### src/ac_ram.sv
// Generic simple dual-port RAM, one write port, one registered read port.
// No dependencies.
module ac_ram #(
  parameter int WIDTH = 12,
  parameter int DEPTH = 256
) (
  input  logic                     clk,
  input  logic                     wr_en,
  input  logic [$clog2(DEPTH)-1:0] wr_addr,
  input  logic [WIDTH-1:0]         wr_data,
  input  logic                     rd_en,
  input  logic [$clog2(DEPTH)-1:0] rd_addr,
  output logic [WIDTH-1:0]         rd_data
);

  logic [WIDTH-1:0] mem [DEPTH];

  always_ff @(posedge clk) begin
    if (wr_en) begin
      mem[wr_addr] <= wr_data;
    end
    if (rd_en) begin
      rd_data <= mem[rd_addr];
    end
  end

endmodule
### config.mk
export PLATFORM = sky130hd
export DESIGN_NAME = ac_ram
export DESIGN_NICKNAME = d
export VERILOG_FILES = /design/src/ac_ram.sv
export SDC_FILE = /design/constraint.sdc
export NUM_CORES = 2
export LEC_CHECK = 0
export ABC_AREA = 0
export BUFFER_PORTS_ARGS = -buffer_cell sky130_fd_sc_hd__buf_4
export CORE_ASPECT_RATIO = 2
export CORE_MARGIN = 4
export CORE_UTILIZATION = 57
export DETAILED_ROUTE_END_ITERATION = 8
export GPL_ROUTABILITY_DRIVEN = 0
export PLACE_DENSITY = 0.76
export SYNTH_ARGS = -nofsm -noshare
export SYNTH_HDL_FRONTEND = slang
export SYNTH_SLANG_ARGS = --single-unit
### constraint.sdc
create_clock -name clk -period 2.4 [get_ports clk]
set_input_delay 0.36 -clock clk [delete_from_list [all_inputs] [get_ports clk]]
set_output_delay 0.36 -clock clk [all_outputs]
set_load 0.005 [all_outputs]
==> impl_metrics.toml <==
[run_status]
status = "complete, but fails checks"
violations = "setup timing"

[global_route]
grt_overflow_total = 0
grt_pass1_vias = 65500
antenna_found_initial = 8
grt_usage = 0.316
grt_pass1_wl_um = 480000
grt_max_degree = 101

[synthesis]
async_reset_ff_frac = 0
yosysUniqueCellTypes = 60
synth_area_leaders = "edfxtp_1 (78%), mux4_2 (12%), mux2i_1 (1.9%), a22oi_1 (1.4%), nor2_1 (0.95%)"
yosys_warnings = 0
ys_top_cells_by_count = "edfxtp_1 (3084), mux4_2 (636), nor2_1 (302), mux2i_1 (223), a22oi_1 (215)"
syn_area_sq_um = 119000
syn-instance-count = 5506
synthFlopType = "edfxtp_1"
yosysMostFrequentCell = "edfxtp_1"
synth_edf_count = 3084
synth_top_area_share = 0.780
synth_largest_area_cell = "edfxtp_1"
synth_area_per_cell_sq_um = 21.6
ys_seq_elements = 3084
yosysSeqAreaShare = 0.780
synth_fp_nets = 5537

[placement]
dp.cells = 8929
io_buffers = 42
dpl.hpwl_um = 222000
pre_cts_ws_ns = -1.75

[floorplanning]
num_rows = 236
initial_core_util = 0.574
die_h_um = 654
die-area_sq_um = 216000
io_pins = 43
core_area_sq_um = 207000
dieWidth_um = 331

[clocking]
clk_pin_slew_worst_paths_ns = 0.08
cts_root_buf = "clkbuf_16"
clk_path_buf_depth = 4
htree_levels = 4
cts_tree = "done"
clkSinkCount = 3084
cts_buffers = 237
clkLatencyLatePin_ns = 0.89

[sta]
max_freq_mhz = 360
fin_ws_ns = -0.379
finalSetupViolations = 8
slew_headroom = 0.262
hold_viol_final = 0
rsz0062_at_grt = "true"
period_share = 1.16
period_needed_ns = 2.78
final.setup_skew_ns = 0.0452
worstMarginPinSlew_ns = 1.11
slew_violations = 0

[pwr]
p_clk_frac = 0.372
seqPwrFrac = 0.562
power_switching_w = 0.0228
switching_share = 0.215
ir_drop_v = 0.000929
p_int_w = 0.0830
p_comb_frac = 0.066
power.leakage_nw = 44.6
p_per_area_nw_per_um2 = 764

[min_path]
hold_depth = 1
holdPathEnd = "mem[13][4]$_DFFE_PP_"
worstHoldStart = "wr_data[4]"
hold_path_class = "in2reg"

[worst_setup_path]
start_kind = "register"
cp_max_fo = 1
worstPathRequired_ns = 3.02
reg2reg_from = "mem[83][10]$_DFFE_PP_"
path_class = "reg2reg"
end_kind = "register"
r2r_cells = 8
worst_ep_arrival_time_ns = 3.40
r2r_setup_slack_ns = -0.38
r2r_end = "rd_data[10]$_DFFE_PP_"

[final_layout]
area.growth.synth_to_final_pct = 16.6
drive_gt1_frac = 0.323
fin_cells = 9370
num-fill-cells = 12100
final_nets = 6467

[routing]
drt-initial-drc-count = 8791
detail-route-antenna-nets = 0
viasPerCell = 6.78
wire_per_inst_um = 36.1
first_pass_iters = 8
num_vias = 63500
wirelength_um = 339000
drc = 0

[run]
max_cap_violations = 0
-- per-layer routing --
layer / global-route usage / wire (um) / vias to the layer above
met3: 0.0492 / 30600 / 1286
met4: 0.265 / 36300 / 4
met5: 0 / 28 / -
met1: 0.350 / 98500 / 32700
met2: 0.534 / 173000 / 4499
li1: - / - / 25100
-- logic make-up (layout without fill, tap and decap cells) --
| kind of cell | count (synthesis) | count (layout) | synth area share |
|---|---|---|---|
| AO/OA/AOI/OAI | 637 | 637 | 0.0374 |
| buffers and inverters | 341 | 1459 | 0.0183 |
| flip-flops | 3084 | 3084 | 0.780 |
| multiplexers | 894 | 894 | 0.143 |
| other | 0 | 9 | 0 |
| AND/OR/NAND/NOR | 550 | 550 | 0.0217 |
-- layout make-up --
class / count / area, sq um / share of cell area
sequential: 3084 / 92600 / 0.669
multi-input combinational: 2081 / 24800 / 0.179
timing repair buffer: 1029 / 10000 / 0.0724
clock buffer: 276 / 6100 / 0.0441
tap: 2737 / 3420 / 0.0247
clock inverter: 151 / 1440 / 0.0104
antenna: 9 / 22.5 / 0.000163
inverter: 3 / 11.3 / 0.0000813
-- flip-flops by register name (all words and copies together) (netlist names) --
| signal | count |
|---|---|
| rd_data | 12 |
| mem | 3072 |
-- placed cells by master (no fill, tap or decap), drive strengths merged, types with 13 or more instances in the layout --
cell type and n:
edfxtp 3084, buf 1015, mux4 636, nor2 302
clkbuf 283, mux2i 223, a22oi 215, a21oi 121
clkinv 105, o22ai 88, o221ai 55, nand2 45
nor2b 37, nor4 37, o21ai 35, mux2 35
nor3 33, nand3 32, bufinv 25, a211oi 20
a221oi 20, a22o 19, a31oi 16, clkinvlp 16
nand4 13
-- repair_timing --
action | CTS | global route
resized for setup | 71 | 41
buffers inserted | 0 | 0
hold endpoints to repair | 169 | 0
pin swaps | 20 | 16
gates cloned | 0 | 0
setup endpoints to repair | 12 | 12
hold buffers | 7 | 0
-- worst max path at each step --
stage          cells past startpoint               endpoint  slack (ns)             startpoint
5_1_grt                            8  rd_data[10]$_DFFE_PP_       -0.38  mem[83][10]$_DFFE_PP_
2_1_floorplan                      9  rd_data[11]$_DFFE_PP_       0.002             rd_addr[1]
4_1_cts                            8  rd_data[10]$_DFFE_PP_       -0.28  mem[67][10]$_DFFE_PP_
3_5_place_dp                       9   rd_data[2]$_DFFE_PP_       -1.75             rd_addr[0]
3_3_place_gp                       9   rd_data[4]$_DFFE_PP_       -1.93             rd_addr[0]
6_report                           8  rd_data[10]$_DFFE_PP_       -0.38  mem[83][10]$_DFFE_PP_
-- power groups by stage --
stage / combinational [W] / sequential [W] / clock [W]
global route: 0.00710 / 0.0594 / 0.0419
floorplan: 0.00285 / 0.0606 / 0
detailed placement: 0.00656 / 0.0606 / 0
global placement: 0.00639 / 0.0606 / 0
CTS: 0.00676 / 0.0594 / 0.0395
finish: 0.00696 / 0.0594 / 0.0393
-- critical path: stages, from the launching register on --
cell and delay [ns]:
edfxtp_1 0.40, mux4_2 0.54, a22o_4 0.31, a221oi_4 0.22, buf_6 0.16, o32ai_4 0.09
o32ai_4 0.56, buf_4 0.21, nor3_2 0.04
-- stage by stage --
| step | cell area, sq um | util | power, W | TNS [ns] | hold slack (ns) |
|---|---|---|---|---|---|
| 2_1_floorplan | 119000 | - | 0.0634 | 0 | 0.459 |
| 3_3_place_gp | 130000 | 0.628 | 0.0670 | -15.57 | 0.742 |
| 3_5_place_dp | 130000 | 0.628 | 0.0672 | -14.29 | 0.750 |
| 4_1_cts | 138000 | 0.667 | 0.106 | -0.504 | 0.00393 |
| 5_1_grt | 138000 | 0.669 | 0.108 | -0.768 | 0.00231 |
| 6_report | 138000 | 0.669 | 0.106 | -0.715 | 0.0270 |
No activity file was read; power rests on OpenSTA's default activity.
